## config.mk

```make
export PLATFORM = sky130hd
export DESIGN_NAME = binary_tape_turing_machine
export DESIGN_NICKNAME = d
export VERILOG_FILES = /design/src/rtl/core/bttm_pkg.sv /design/src/rtl/core/bttm_ram.sv /design/src/rtl/core/bttm_datapath.sv /design/src/rtl/core/bttm_ctrl.sv /design/src/rtl/core/binary_tape_turing_machine.sv
export VERILOG_INCLUDE_DIRS = /design/src /design/src/rtl/core
export SDC_FILE = /design/constraint.sdc
export NUM_CORES = 2
export LEC_CHECK = 0
export ABC_AREA = 1
export BUFFER_PORTS_ARGS = -buffer_cell sky130_fd_sc_hd__buf_4
export CAP_MARGIN = 40
export CORE_UTILIZATION = 40
export CTS_BUF_LIST = sky130_fd_sc_hd__clkbuf_4 sky130_fd_sc_hd__clkbuf_8
export DETAILED_ROUTE_END_ITERATION = 16
export SETUP_SLACK_MARGIN = 0.1
export SYNTH_ARGS = -nofsm -noshare
export SYNTH_HDL_FRONTEND = slang
export SYNTH_SLANG_ARGS = --single-unit
```

## constraint.sdc

```tcl
create_clock -name i_clk -period 31.9 [get_ports i_clk]
set_clock_uncertainty 0.1 [all_clocks]
set_input_delay 1.595 -clock i_clk [delete_from_list [all_inputs] [get_ports i_clk]]
set_output_delay 1.595 -clock i_clk [all_outputs]
set_load 0.02 [all_outputs]
```

## src/rtl/core/binary_tape_turing_machine_defines.svh

```systemverilog
// ----------------------------------------------------------------------------
// binary_tape_turing_machine_defines
// Assertion macros for the two-symbol Turing machine block.
// ----------------------------------------------------------------------------
`ifndef BINARY_TAPE_TURING_MACHINE_DEFINES_SVH
`define BINARY_TAPE_TURING_MACHINE_DEFINES_SVH

`ifndef SYNTHESIS
`define BTTM_ASSERT(label, clk, rst_n, prop) \
    label: assert property (@(posedge clk) disable iff (!rst_n) (prop)) \
        else $error("assertion failed");
`define BTTM_ASSERT_NEVER(label, clk, rst_n, cond) \
    label: assert property (@(posedge clk) disable iff (!rst_n) !(cond)) \
        else $error("forbidden condition");
`else
`define BTTM_ASSERT(label, clk, rst_n, prop)
`define BTTM_ASSERT_NEVER(label, clk, rst_n, cond)
`endif

`endif

```

## src/rtl/core/bttm_pkg.sv

```systemverilog
// ----------------------------------------------------------------------------
// bttm_pkg
// Shared codes, widths, control types and rule decode for the tape machine.
// ----------------------------------------------------------------------------
package bttm_pkg;

    localparam int TAPE_DEPTH_DEF = 1024;
    localparam int NUM_CARDS_DEF  = 8;

    localparam int RULE_W = 48;
    localparam int TL_W   = 11;
    localparam int MS_W   = 32;
    localparam int CMD_W  = 2;
    localparam int ADDR_W = 10;
    localparam int ST_W   = 3;
    localparam int NC_W   = 4;
    localparam int CARD_W = 3;
    localparam int CNT_W  = 32;
    localparam int IDX_W  = 2;

    localparam logic [TL_W-1:0] TAPE_LEN_RST  = 11'd1024;
    localparam logic [MS_W-1:0] MAX_STEPS_RST = 32'd1000;

    localparam logic [CMD_W-1:0] CMD_STEP    = 2'd0;
    localparam logic [CMD_W-1:0] CMD_RESTART = 2'd1;
    localparam logic [CMD_W-1:0] CMD_PEEK    = 2'd2;

    localparam logic [IDX_W-1:0] CFG_RULES_LOW  = 2'd0;
    localparam logic [IDX_W-1:0] CFG_RULES_HIGH = 2'd1;
    localparam logic [IDX_W-1:0] CFG_TAPE_LEN   = 2'd2;
    localparam logic [IDX_W-1:0] CFG_MAX_STEPS  = 2'd3;

    localparam logic [ST_W-1:0] ST_RUNNING = 3'd0;
    localparam logic [ST_W-1:0] ST_HALT    = 3'd1;
    localparam logic [ST_W-1:0] ST_OFF     = 3'd2;
    localparam logic [ST_W-1:0] ST_LIMIT   = 3'd3;
    localparam logic [ST_W-1:0] ST_BADCARD = 3'd4;
    localparam logic [ST_W-1:0] ST_HALTED  = 3'd5;

    typedef struct packed {
        logic rd_peek;
        logic load_peek;
        logic restart;
        logic exec;
        logic exec_peek;
        logic clr_en;
        logic load_restart;
    } t_dp_ctl;

    typedef struct packed {
        logic clr_last;
    } t_dp_sts;

    function automatic logic [5:0] rule_row(input logic [RULE_W-1:0] lo,
                                            input logic [RULE_W-1:0] hi,
                                            input logic [3:0] row);
        logic [2*RULE_W-1:0] all_rows;
        logic [6:0]          base;
        all_rows = {hi, lo};
        base     = 7'(row) * 7'd6;
        return all_rows[base +: 6];
    endfunction

endpackage

```

## src/rtl/core/bttm_ram.sv

```systemverilog
// ----------------------------------------------------------------------------
// bttm_ram
// Generic simple dual-port RAM, one write port, one registered read port.
// ----------------------------------------------------------------------------
module bttm_ram #(
    parameter int WIDTH = 1,
    parameter int DEPTH = bttm_pkg::TAPE_DEPTH_DEF
) (
    input  logic                     i_clk,
    input  logic                     i_we,
    input  logic [$clog2(DEPTH)-1:0] i_waddr,
    input  logic [WIDTH-1:0]         i_wdata,
    input  logic [$clog2(DEPTH)-1:0] i_raddr,
    output logic [WIDTH-1:0]         o_rdata
);

    logic [WIDTH-1:0] r_mem [DEPTH];
    logic [WIDTH-1:0] r_rdata;

    always_ff @(posedge i_clk) begin
        if (i_we) begin
            r_mem[i_waddr] <= i_wdata;
        end
        r_rdata <= r_mem[i_raddr];
    end

    assign o_rdata = r_rdata;

endmodule

```

## src/rtl/core/bttm_datapath.sv

```systemverilog
// ----------------------------------------------------------------------------
// bttm_datapath
// Tape memory, head, card, step counter, configuration and result registers.
// ----------------------------------------------------------------------------
module bttm_datapath #(
    parameter int TAPE_DEPTH = bttm_pkg::TAPE_DEPTH_DEF,
    parameter int NUM_CARDS  = bttm_pkg::NUM_CARDS_DEF
) (
    input  logic                         i_clk,
    input  logic                         i_rst_n,
    input  bttm_pkg::t_dp_ctl            i_ctl,
    output bttm_pkg::t_dp_sts            o_sts,
    input  logic                         i_cfg_we,
    input  logic [bttm_pkg::IDX_W-1:0]   i_cfg_idx,
    input  logic [bttm_pkg::RULE_W-1:0]  i_cfg_data,
    input  logic [bttm_pkg::ADDR_W-1:0]  i_peek_addr,
    output logic [bttm_pkg::ST_W-1:0]    o_status,
    output logic                         o_read_bit,
    output logic                         o_written_bit,
    output logic [bttm_pkg::ADDR_W-1:0]  o_position,
    output logic [bttm_pkg::NC_W-1:0]    o_next_card,
    output logic [bttm_pkg::CNT_W-1:0]   o_step_count
);

    localparam int AW      = $clog2(TAPE_DEPTH);
    localparam int LW      = (AW + 1 > bttm_pkg::TL_W) ? AW + 1 : bttm_pkg::TL_W;
    localparam int RST_LEN = (TAPE_DEPTH < 1024) ? TAPE_DEPTH : 1024;

    logic [bttm_pkg::RULE_W-1:0] r_rules_low, r_rules_high;
    logic [bttm_pkg::TL_W-1:0]   r_tape_len;
    logic [bttm_pkg::MS_W-1:0]   r_max_steps;

    logic [AW-1:0]                 r_head, n_head;
    logic [bttm_pkg::CARD_W-1:0]   r_card, n_card;
    logic                          r_halted, n_halted;
    logic [bttm_pkg::CNT_W-1:0]    r_steps, n_steps;
    logic [AW-1:0]                 r_clr_cnt;
    logic [bttm_pkg::ADDR_W-1:0]   r_peek_addr;

    logic [bttm_pkg::ST_W-1:0]     r_status, n_status;
    logic                          r_read_bit, n_read_bit;
    logic                          r_written_bit, n_written_bit;
    logic [bttm_pkg::ADDR_W-1:0]   r_position, n_position;
    logic [bttm_pkg::NC_W-1:0]     r_next_card, n_next_card;
    logic [bttm_pkg::CNT_W-1:0]    r_step_count, n_step_count;

    logic [bttm_pkg::TL_W-1:0]     used_len;
    logic                          head_ok;
    logic                          clr_last;
    logic                          ram_q;
    logic                          ram_we;
    logic [AW-1:0]                 ram_waddr;
    logic                          ram_wdata;
    logic [AW-1:0]                 ram_raddr;
    logic [5:0]                    rule;
    logic                          rule_wr, rule_right;
    logic [bttm_pkg::NC_W-1:0]     rule_nc;
    logic [LW-1:0]                 head_p1;
    logic                          off_tape;
    logic [bttm_pkg::CNT_W-1:0]    steps_inc;
    logic [bttm_pkg::ST_W-1:0]     step_st;
    logic                          peek_in;

    bttm_ram #(
        .WIDTH (1),
        .DEPTH (TAPE_DEPTH)
    ) u_tape (
        .i_clk   (i_clk),
        .i_we    (ram_we),
        .i_waddr (ram_waddr),
        .i_wdata (ram_wdata),
        .i_raddr (ram_raddr),
        .o_rdata (ram_q)
    );

    always_comb begin
        if (r_tape_len == '0) begin
            used_len = bttm_pkg::TL_W'(1);
        end else if (32'(r_tape_len) > TAPE_DEPTH) begin
            used_len = bttm_pkg::TL_W'(TAPE_DEPTH);
        end else begin
            used_len = r_tape_len;
        end
    end

    assign head_ok   = LW'(r_head) < LW'(used_len);
    assign clr_last  = (r_clr_cnt == AW'(TAPE_DEPTH - 1));
    assign o_sts     = '{clr_last: clr_last};
    assign ram_raddr = i_ctl.rd_peek ? AW'(i_peek_addr) : r_head;

    assign rule       = bttm_pkg::rule_row(r_rules_low, r_rules_high, {r_card, ram_q});
    assign rule_wr    = rule[0];
    assign rule_right = rule[1];
    assign rule_nc    = rule[5:2];
    assign head_p1    = LW'(r_head) + LW'(1);
    assign off_tape   = rule_right ? (head_p1 >= LW'(used_len)) : (r_head == '0);
    assign steps_inc  = (r_steps == '1) ? r_steps : r_steps + 1'b1;
    assign peek_in    = 32'(r_peek_addr) < 32'(TAPE_DEPTH);

    always_comb begin
        if (rule_nc == '0) begin
            step_st = bttm_pkg::ST_HALT;
        end else if (rule_nc > bttm_pkg::NC_W'(NUM_CARDS)) begin
            step_st = bttm_pkg::ST_BADCARD;
        end else if (off_tape) begin
            step_st = bttm_pkg::ST_OFF;
        end else if (steps_inc >= r_max_steps) begin
            step_st = bttm_pkg::ST_LIMIT;
        end else begin
            step_st = bttm_pkg::ST_RUNNING;
        end
    end

    always_comb begin
        n_head        = r_head;
        n_card        = r_card;
        n_halted      = r_halted;
        n_steps       = r_steps;
        n_status      = r_status;
        n_read_bit    = r_read_bit;
        n_written_bit = r_written_bit;
        n_position    = r_position;
        n_next_card   = r_next_card;
        n_step_count  = r_step_count;
        ram_we        = 1'b0;
        ram_waddr     = r_head;
        ram_wdata     = rule_wr;

        if (i_ctl.clr_en) begin
            ram_we    = 1'b1;
            ram_waddr = r_clr_cnt;
            ram_wdata = 1'b0;
        end

        if (i_ctl.restart) begin
            n_head   = AW'(used_len >> 1);
            n_card   = '0;
            n_halted = 1'b0;
            n_steps  = '0;
        end

        if (i_ctl.load_restart) begin
            n_status      = bttm_pkg::ST_RUNNING;
            n_read_bit    = 1'b0;
            n_written_bit = 1'b0;
            n_position    = bttm_pkg::ADDR_W'(r_head);
            n_next_card   = bttm_pkg::NC_W'(1);
            n_step_count  = '0;
        end

        if (i_ctl.exec) begin
            n_read_bit    = 1'b0;
            n_written_bit = 1'b0;
            n_next_card   = '0;
            n_step_count  = r_steps;
            n_position    = bttm_pkg::ADDR_W'(r_head);
            if (i_ctl.exec_peek) begin
                n_status   = r_halted ? bttm_pkg::ST_HALTED : bttm_pkg::ST_RUNNING;
                n_read_bit = peek_in ? ram_q : 1'b0;
                n_position = r_peek_addr;
            end else if (r_halted) begin
                n_status = bttm_pkg::ST_HALTED;
            end else if (!head_ok) begin
                n_status = bttm_pkg::ST_OFF;
                n_halted = 1'b1;
            end else begin
                ram_we        = 1'b1;
                n_status      = step_st;
                n_read_bit    = ram_q;
                n_written_bit = rule_wr;
                n_next_card   = rule_nc;
                n_step_count  = steps_inc;
                n_steps       = steps_inc;
                if (!off_tape) begin
                    n_head = rule_right ? AW'(head_p1) : r_head - 1'b1;
                end
                if (step_st != bttm_pkg::ST_HALT && step_st != bttm_pkg::ST_BADCARD) begin
                    n_card = bttm_pkg::CARD_W'(rule_nc - 1'b1);
                end
                if (step_st != bttm_pkg::ST_RUNNING) begin
                    n_halted = 1'b1;
                end
            end
        end
    end

    always_ff @(posedge i_clk) begin
        if (!i_rst_n) begin
            r_rules_low  <= '0;
            r_rules_high <= '0;
            r_tape_len   <= bttm_pkg::TAPE_LEN_RST;
            r_max_steps  <= bttm_pkg::MAX_STEPS_RST;
            r_head       <= AW'(RST_LEN / 2);
            r_card       <= '0;
            r_halted     <= 1'b0;
            r_steps      <= '0;
            r_clr_cnt    <= '0;
        end else begin
            if (i_cfg_we) begin
                case (i_cfg_idx)
                    bttm_pkg::CFG_RULES_LOW:  r_rules_low  <= i_cfg_data;
                    bttm_pkg::CFG_RULES_HIGH: r_rules_high <= i_cfg_data;
                    bttm_pkg::CFG_TAPE_LEN:   r_tape_len   <= i_cfg_data[bttm_pkg::TL_W-1:0];
                    bttm_pkg::CFG_MAX_STEPS:  r_max_steps  <= i_cfg_data[bttm_pkg::MS_W-1:0];
                    default: ;
                endcase
            end
            r_head   <= n_head;
            r_card   <= n_card;
            r_halted <= n_halted;
            r_steps  <= n_steps;
            if (i_ctl.clr_en) begin
                r_clr_cnt <= clr_last ? '0 : r_clr_cnt + 1'b1;
            end
        end
    end

    always_ff @(posedge i_clk) begin
        if (i_ctl.load_peek) begin
            r_peek_addr <= i_peek_addr;
        end
        r_status      <= n_status;
        r_read_bit    <= n_read_bit;
        r_written_bit <= n_written_bit;
        r_position    <= n_position;
        r_next_card   <= n_next_card;
        r_step_count  <= n_step_count;
    end

    assign o_status      = r_status;
    assign o_read_bit    = r_read_bit;
    assign o_written_bit = r_written_bit;
    assign o_position    = r_position;
    assign o_next_card   = r_next_card;
    assign o_step_count  = r_step_count;

endmodule

```

## src/rtl/core/bttm_ctrl.sv

```systemverilog
// ----------------------------------------------------------------------------
// bttm_ctrl
// Command sequencer: accepts commands, runs tape clears, strobes results.
// ----------------------------------------------------------------------------
`include "binary_tape_turing_machine_defines.svh"

module bttm_ctrl (
    input  logic                        i_clk,
    input  logic                        i_rst_n,
    input  logic                        start,
    output logic                        busy,
    input  logic [bttm_pkg::CMD_W-1:0]  i_cmd,
    output bttm_pkg::t_dp_ctl           o_ctl,
    input  bttm_pkg::t_dp_sts           i_sts,
    output logic                        o_result_valid
);

    typedef enum logic [1:0] {
        S_IDLE,
        S_EXEC,
        S_CLEAR
    } t_state;

    t_state r_state, n_state;
    logic   r_exec_peek, n_exec_peek;
    logic   r_report, n_report;
    logic   r_valid, n_valid;
    logic   accept;

    assign busy   = (r_state != S_IDLE);
    assign accept = start && !busy;

    always_comb begin
        o_ctl.rd_peek      = (i_cmd == bttm_pkg::CMD_PEEK);
        o_ctl.load_peek    = accept && (i_cmd == bttm_pkg::CMD_PEEK);
        o_ctl.restart      = accept && (i_cmd == bttm_pkg::CMD_RESTART);
        o_ctl.exec         = (r_state == S_EXEC);
        o_ctl.exec_peek    = r_exec_peek;
        o_ctl.clr_en       = (r_state == S_CLEAR);
        o_ctl.load_restart = (r_state == S_CLEAR) && i_sts.clr_last && r_report;
    end

    always_comb begin
        n_state     = r_state;
        n_exec_peek = r_exec_peek;
        n_report    = r_report;
        n_valid     = 1'b0;
        case (r_state)
            S_IDLE: begin
                if (accept) begin
                    case (i_cmd)
                        bttm_pkg::CMD_STEP: begin
                            n_state     = S_EXEC;
                            n_exec_peek = 1'b0;
                        end
                        bttm_pkg::CMD_PEEK: begin
                            n_state     = S_EXEC;
                            n_exec_peek = 1'b1;
                        end
                        bttm_pkg::CMD_RESTART: begin
                            n_state  = S_CLEAR;
                            n_report = 1'b1;
                        end
                        default: ;
                    endcase
                end
            end
            S_EXEC: begin
                n_state = S_IDLE;
                n_valid = 1'b1;
            end
            S_CLEAR: begin
                if (i_sts.clr_last) begin
                    n_state  = S_IDLE;
                    n_valid  = r_report;
                    n_report = 1'b0;
                end
            end
            default: n_state = S_IDLE;
        endcase
    end

    always_ff @(posedge i_clk) begin
        if (!i_rst_n) begin
            r_state     <= S_CLEAR;
            r_exec_peek <= 1'b0;
            r_report    <= 1'b0;
            r_valid     <= 1'b0;
        end else begin
            r_state     <= n_state;
            r_exec_peek <= n_exec_peek;
            r_report    <= n_report;
            r_valid     <= n_valid;
        end
    end

    assign o_result_valid = r_valid;

    `BTTM_ASSERT(a_exec_reports, i_clk, i_rst_n, (r_state == S_EXEC) |=> (r_state == S_IDLE && r_valid))
    `BTTM_ASSERT(a_clear_holds, i_clk, i_rst_n, (r_state == S_CLEAR && !i_sts.clr_last) |=> (r_state == S_CLEAR))
    `BTTM_ASSERT(a_single_beat, i_clk, i_rst_n, r_valid |=> !r_valid)
    `BTTM_ASSERT_NEVER(a_no_valid_busy, i_clk, i_rst_n, r_valid && r_state != S_IDLE)

endmodule

```

## src/rtl/core/binary_tape_turing_machine.sv

```systemverilog
// ----------------------------------------------------------------------------
// binary_tape_turing_machine
// Two-symbol Turing machine over a bit tape held in a single-port-pair RAM.
//
//   channel   handshake               payload
//   command   start / busy            i_cmd, i_peek_addr
//   result    o_result_valid strobe   o_status, o_read_bit, o_written_bit,
//                                     o_position, o_next_card, o_step_count
//   config    i_cfg_we                i_cfg_idx, i_cfg_data
//
// Step and peek: accept enters S_EXEC, and the result and its strobe are
// registered on leaving it; a new command is taken in the strobe cycle, but
// not while one is in S_EXEC (a step reads the tape RAM, then writes at the head).
// Restart: clears the tape one cell a cycle, then strobes the result.
// Reset: the same tape clear with busy high; config writes still land.
// The result strobe lasts one cycle; the receiver cannot stall it.
// ----------------------------------------------------------------------------
module binary_tape_turing_machine #(
    parameter int TAPE_DEPTH = bttm_pkg::TAPE_DEPTH_DEF,
    parameter int NUM_CARDS  = bttm_pkg::NUM_CARDS_DEF
) (
    input  logic                         i_clk,
    input  logic                         i_rst_n,
    input  logic                         start,
    output logic                         busy,
    input  logic [bttm_pkg::CMD_W-1:0]   i_cmd,
    input  logic [bttm_pkg::ADDR_W-1:0]  i_peek_addr,
    input  logic                         i_cfg_we,
    input  logic [bttm_pkg::IDX_W-1:0]   i_cfg_idx,
    input  logic [bttm_pkg::RULE_W-1:0]  i_cfg_data,
    output logic                         o_result_valid,
    output logic [bttm_pkg::ST_W-1:0]    o_status,
    output logic                         o_read_bit,
    output logic                         o_written_bit,
    output logic [bttm_pkg::ADDR_W-1:0]  o_position,
    output logic [bttm_pkg::NC_W-1:0]    o_next_card,
    output logic [bttm_pkg::CNT_W-1:0]   o_step_count
);

    bttm_pkg::t_dp_ctl ctl;
    bttm_pkg::t_dp_sts sts;

    bttm_ctrl u_ctrl (
        .i_clk          (i_clk),
        .i_rst_n        (i_rst_n),
        .start          (start),
        .busy           (busy),
        .i_cmd          (i_cmd),
        .o_ctl          (ctl),
        .i_sts          (sts),
        .o_result_valid (o_result_valid)
    );

    bttm_datapath #(
        .TAPE_DEPTH (TAPE_DEPTH),
        .NUM_CARDS  (NUM_CARDS)
    ) u_datapath (
        .i_clk         (i_clk),
        .i_rst_n       (i_rst_n),
        .i_ctl         (ctl),
        .o_sts         (sts),
        .i_cfg_we      (i_cfg_we),
        .i_cfg_idx     (i_cfg_idx),
        .i_cfg_data    (i_cfg_data),
        .i_peek_addr   (i_peek_addr),
        .o_status      (o_status),
        .o_read_bit    (o_read_bit),
        .o_written_bit (o_written_bit),
        .o_position    (o_position),
        .o_next_card   (o_next_card),
        .o_step_count  (o_step_count)
    );

endmodule
```

* Word level (Yosys, flattened, before mapping)
Memory sizes are Yosys's and may differ from the RTL's. A register that Yosys moved wholly into a read port is not among the register bits.
Index checks and enable logic that the tools add are counted.
** Storage, ports and cells
- Flip-flop bits (word level) :: 261
- Memory bits (writable) :: 1024
- Input port bits :: 66
- Output and inout bits :: 53
- Word-level logic and storage cells :: 156
- Memories kept :: 1
** Cells by class
- Add/sub/neg operators :: 5
- Multiply operators :: 1
- Order comparisons :: 5
- Equal/unequal tests :: 15
- Shift-type cells :: 1
- Multiplexer cells :: 82
- Reductions and logical operators :: 26
** Memories
- u_datapath.u_tape.r_mem :: words 1024, bits a word 1, read ports 1, clocked after Yosys merged registers in 1, wr ports 1, RTL line bttm_ram.sv:17 : logic [WIDTH-1:0] r_mem [DEPTH];
** Operators by type and width (count)
- two-way mux 32 bit :: 11
- two-way mux 10 bit :: 13
- indexed part select 96 x 8 -> 6 bit :: 1
- two-way mux 3 bit :: 15
- adder 32 x 1 -> 32 bit (second input constant) :: 1
- equality test 32 bit (second input constant) :: 1
- >= comparator 32 bit :: 1
- two-way mux 1 bit :: 28
- two-way mux 11 bit :: 2
- two-way mux 4 bit :: 5
- adder 10 x 1 -> 11 bit (second input constant) :: 1
- >= comparator 11 bit :: 1
- greater-than comparator 11 bit (second input constant) :: 1
- zero test 11 bit :: 1
- less-than comparator 10 x 11 -> 1 bit :: 1
- adder 10 x 1 -> 10 bit (second input constant) :: 1
- equality test 10 bit (second input constant) :: 1
- zero test 10 bit :: 1
- subtractor 10 x 1 -> 10 bit (second input constant) :: 1
- equality test 2 bit (second input constant) :: 4
- case mux 2 bit (2 select lines) :: 2
- AND reduction 2 bit :: 4
- nonzero test 2 bit :: 4
- equality test 2 x 1 -> 1 bit (second input constant) :: 3
- 17 further kinds :: 31

* Logic depth before layout (Yosys ltp)
- Depth in word-level cells :: 15
- Gate-level depth with buffers :: 27
- Gate-level depth less buffers :: 27

* Cells and area by module
Synthesis repeated with hierarchy kept, for this count alone.
** Unflattened totals
- Cells, all modules :: 6663
- Area, all modules :: 60762.0 um^2
** By module, submodules not included
- bttm_ram :: instances 1, cells each 4679, area an instance 46392.0 um^2, seq. area each 30769.5 um^2
- bttm_datapath :: instances 1, cells each 1928, area an instance 14022.2 um^2, seq. area each 5735.5 um^2
- bttm_ctrl :: instances 1, cells each 56, area an instance 347.8 um^2, seq. area each 100.1 um^2

* Least setup slack after synthesis
OpenSTA, ideal clock, no wires.
- Path type :: register to register
- Start point :: reg u_datapath.u_tape.r_rdata, in the netlist u_datapath.u_tape.o_rdata (read register of u_datapath.u_tape.r_mem)
- End point :: mem u_datapath.u_tape.r_mem[0], data pin
- Setup time :: 5.025 ns
- Arrival :: 25.350 ns
- Data required time :: 26.775 ns
- Slack :: 1.425 ns
- Stages on the path, launching flop included :: 11
- Buffers on the path :: 3
- Period minus slack after synthesis :: 30.475 ns
- Cells stage by stage :: dfxtp_1 > inv_1 > buf_2 > buf_2 > buf_1 > nor2_1 > o221ai_1 > nand3_1 > nand2_1 > inv_1 > nor2_1
** Between the ends
- Word-level cells in the longest chain between the ends :: 3
** Ends and longest elaborated chain
- start, declared :: RTL line bttm_ram.sv:18 : logic [WIDTH-1:0] r_rdata;
- multiplier 4 x 2 -> 6 bit :: RTL line bttm_pkg.sv:60 : base = 7'(row) * 7'd6;
- indexed part select 96 x 8 -> 6 bit :: RTL line bttm_pkg.sv:61 : return all_rows[base +: 6];
- two-way mux 1 bit :: RTL line bttm_datapath.sv:129 : if (i_ctl.clr_en) begin
- net u_datapath.ram_wdata :: RTL line bttm_datapath.sv:53 : logic ram_wdata;
- end, declared :: RTL line bttm_ram.sv:17
The timed path passes the listed nets, and every way through them passes these cells.

* Final worst setup path
- Start point :: in i_cmd[0] (netlist bit)
- End point :: reg u_datapath.u_tape.r_rdata, in the netlist u_datapath.u_tape.o_rdata (read register of u_datapath.u_tape.r_mem)
** Between the ends
- Word-level cells in the longest chain between the ends :: 2
** Ends and longest elaborated chain
- start, declared :: RTL line binary_tape_turing_machine.sv:26 : input logic [bttm_pkg::CMD_W-1:0] i_cmd,
- equality test 2 bit :: RTL line bttm_ctrl.sv:34 : o_ctl.rd_peek = (i_cmd == bttm_pkg::CMD_PEEK);
- two-way mux 10 bit :: RTL line bttm_datapath.sv:89 : assign ram_raddr = i_ctl.rd_peek ? AW'(i_peek_addr) : r_head;
Every way passes these cells.
A chain may end at the register's enable or synchronous reset.

==> results.cfg <==
[die]
core_area_mm2 = 0.154
rows = 144
start_util_pct = 40.3
top_level_ports = 119
die_w_um = 396
die_y_um = 396
die-area_mm2 = 0.157

[setup_path]
cpMostUsedCell = nand3_1
startpoint_type = primary input
critPathArrivalTime_ns = 6.69
critPathSlowestCell = buf_12
critPathKind = in -> reg
crit_path_max_fanout = 220
critPathRequiredTime_ns = 32.64
cp_cell_sequence = buf_4 > inv_2 > nand2_2 > nand2_1 > nand2_8 > buf_12 > buf_12 > nand2_1 > o21ai_0 > nand2_1 > nand3_1 > nand3_1 > nand3_1 > nand3_1 > nand3_1 > nand3_1 > nand3_1 > nand3_1 > nand2_1
cp-end-kind = flop
critPathBufInv = 4
critPathTopFamily = simple AND/OR/NAND/NOR gates
regToRegSetupSlack_ns = 26.69
slowest_delay_ns = 0.76

[timing]
slew_violations = 0
period_needed_ns = 5.95
relSlewSlack_pct = 22.9
fmax_mhz = 168
setup_viol = 0
post-route-period-util_pct = 18.6
tightestPinTransition_ns = 1.16
timing.final.hold_violations = 0
tns_ns = 0
fin_ws_ns = 25.95
grt_setup_unrepaired = false

[cts]
cts_setup_buffers = 0
insertion_delay_ns = 0.96
cts_tree = built
root_buffer = clkbuf_8
hold_buffers = 0
cts-resized-gates = 0
cts.sink_count = 1286
cts_buffers = 216
cts-htree-levels = 4
clk_pin_slew_ns = 0.06
clockBufferDepth = 3

[logic_synthesis]
synth.top_cell.area_share_pct = 52.5
synth_area_mm2 = 0.0621
yosys-top-cells-area = edfxtp_1 (52%), nor2_1 (8.7%), nand2_1 (8.4%)
ys_dominant_reg_cell = edfxtp_1
async_flop_share_pct = 0
avgSynthCellArea_um2 = 8.77
seq_area_frac_synth_pct = 58.9
synth_cell_types = 49
synthCells = 7081
synth_nets = 7208
synth_edf_count = 1085
synth_top_area_cell = edfxtp_1
ys_ff_latch = 1286
yosysWarnings = 0

[placed_design]
gp_routability_congestion = 0.899
post-dp-hpwl_um = 101000
preCtsSetupSlack_ns = 25.29
portBuffers = 118
placed_area_mm2 = 0.0650

[global_routing]
grt_pass1_wl_um = 284000
use_met1_pct = 31.2
use_met2_pct = 39.5
grt_overflow_total = 0
grt_pass1_vias = 45800
grt-busiest-layer = met2
grtUsageMet3_pct = 3.53
antenna_found_initial = 3
grt_usage_pct = 23.9
grt_max_degree = 251

[detailed_routing]
drc = 0
ant_nets = 0
detail_route.iter0.violations = 5769
dr_total_vias = 49200
dr.pass1.iters = 6
wl_per_cell_um = 20.5
via_per_inst = 5.31
routed_wirelength_um = 190000

[power]
vdd_drop_max_uv = 52.6
cellLeakagePower_nw = 26.5
p_per_area_mw_per_mm2 = 63.1

[min_path]
holdCritPathClass = reg -> reg

[layout]
most-common-layout-cells = nor2_1 (1445), nand2_1 (1375), edfxtp_1 (1085), inv_1 (778), nand3_1 (760)
final_common_cell = nor2_1
final_area_mm2 = 0.0693
syn2layout_area_growth_pct = 11.5
nets = 7175
nFillCells = 15000
finish.utilization_pct = 45.0
drive_gt1_share_pct = 9.27

[outcome]
status = finished clean

[job]
maxCapViolCount = 0
[per-stage QoR]
step	total power [mW]	hold slack, ns	cells
finish	4.37	0.377	9269
detailed placement	2.94	0.367	8874
global placement	2.91	0.363	8838
CTS	4.39	0.377	9268
floorplan	2.67	0.335	7081
global route	4.55	0.410	9269
[layer usage]
| metal | vias to the layer above | part of all wire (%) |
|---|---|---|
| met1 | 23700 | 41 |
| met2 | 2040 | 47 |
| met5 | - | 0.0037 |
| met4 | 2 | 4.0 |
| met3 | 423 | 8.0 |
| li1 | 23100 | - |
[layout make-up]
type / instances / area [µm²] / area share [%]
repair buffers: 243 / 2410 / 3.49
flip-flops and latches: 1286 / 36600 / 52.8
clock buffers: 301 / 3700 / 5.35
multi-input cells: 4509 / 20500 / 29.6
clock inverters: 93 / 518 / 0.748
diodes: 1 / 2.50 / 0.00361
inverters: 792 / 2980 / 4.30
well taps: 2044 / 2560 / 3.69
[report_power, final]
| part | total (mW) | leakage (nW) | internal [mW] | switching (mW) |
|---|---|---|---|---|
| logic | 0.982 | 12.7 | 0.242 | 0.739 |
| registers | 1.93 | 11.6 | 1.91 | 0.0242 |
| clock network | 1.46 | 2.24 | 0.765 | 0.693 |
| total | 4.37 | 26.5 | 2.92 | 1.46 |
[synthesized netlist by cell type (4+ instances only)]
cell type  number
nor2_1       1447
nand2_1      1392
edfxtp_1     1085
inv_1         781
nand3_1       761
o21ai_0       352
clkbuf_1      243
buf_2         208
dfxtp_1       201
a21oi_1       146
o211ai_1      129
ha_1           61
xor2_1         40
buf_1          29
nor3_1         28
nand2_2        22
nand4_1        17
mux2i_1        15
o221ai_1       14
a211oi_1       13
nor2_2         12
nor4_1         10
inv_2           9
o21ai_1         9
buf_4           8
o22ai_1         5
buf_6           4
nand3_2         4
[state kept, by name, indices dropped and copies added, names as in the netlist, 2 cells and up]
name and count:
u_datapath.r_clr_cnt 10, u_datapath.r_steps 32, u_datapath.r_rules_low 48, u_datapath.r_card 3, u_datapath.o_step_count 32, u_datapath.r_peek_addr 10
u_datapath.o_position 10, u_datapath.u_tape.r_mem 1024, u_datapath.r_head 10, u_datapath.r_rules_high 48, u_datapath.r_max_steps 32, u_datapath.o_next_card 4
u_ctrl.r_state 2, u_datapath.r_tape_len 11, u_datapath.o_status 3
[kinds of logic (layout without fill, tap and decap cells)]
kind of cell	Yosys count	count (layout)	synth area share, %
mux	15	15	0.242
simple gates	3707	3707	24.4
flops	1286	1286	58.9
xor+xnor	43	43	0.606
compound gates	683	683	6.28
fa+ha+maj	61	61	1.23
other cells	0	1	0
buf+inv	1286	1429	8.29
[final timing paths]
check,from,to,depth (start not counted)
worst min register to register,u_datapath.r_max_steps[26],u_datapath.r_max_steps[26],2
worst max-delay path,i_cmd[0],u_datapath.u_tape.o_rdata,19
worst min-delay path,u_datapath.r_max_steps[26],u_datapath.r_max_steps[26],2
worst max register to register,u_datapath.r_head[0],u_datapath.u_tape.o_rdata,16
[worst min-delay path, delay by kind of cell (launching register included)]
| kind | cells | cell delay [ns] |
|---|---|---|
| flip-flops | 1 | 0.29 |
| buffers and inverters | 1 | 0.08 |
| AO/OA/AOI/OAI | 1 | 0.06 |
No activity file was read; power rests on OpenSTA's default activity.
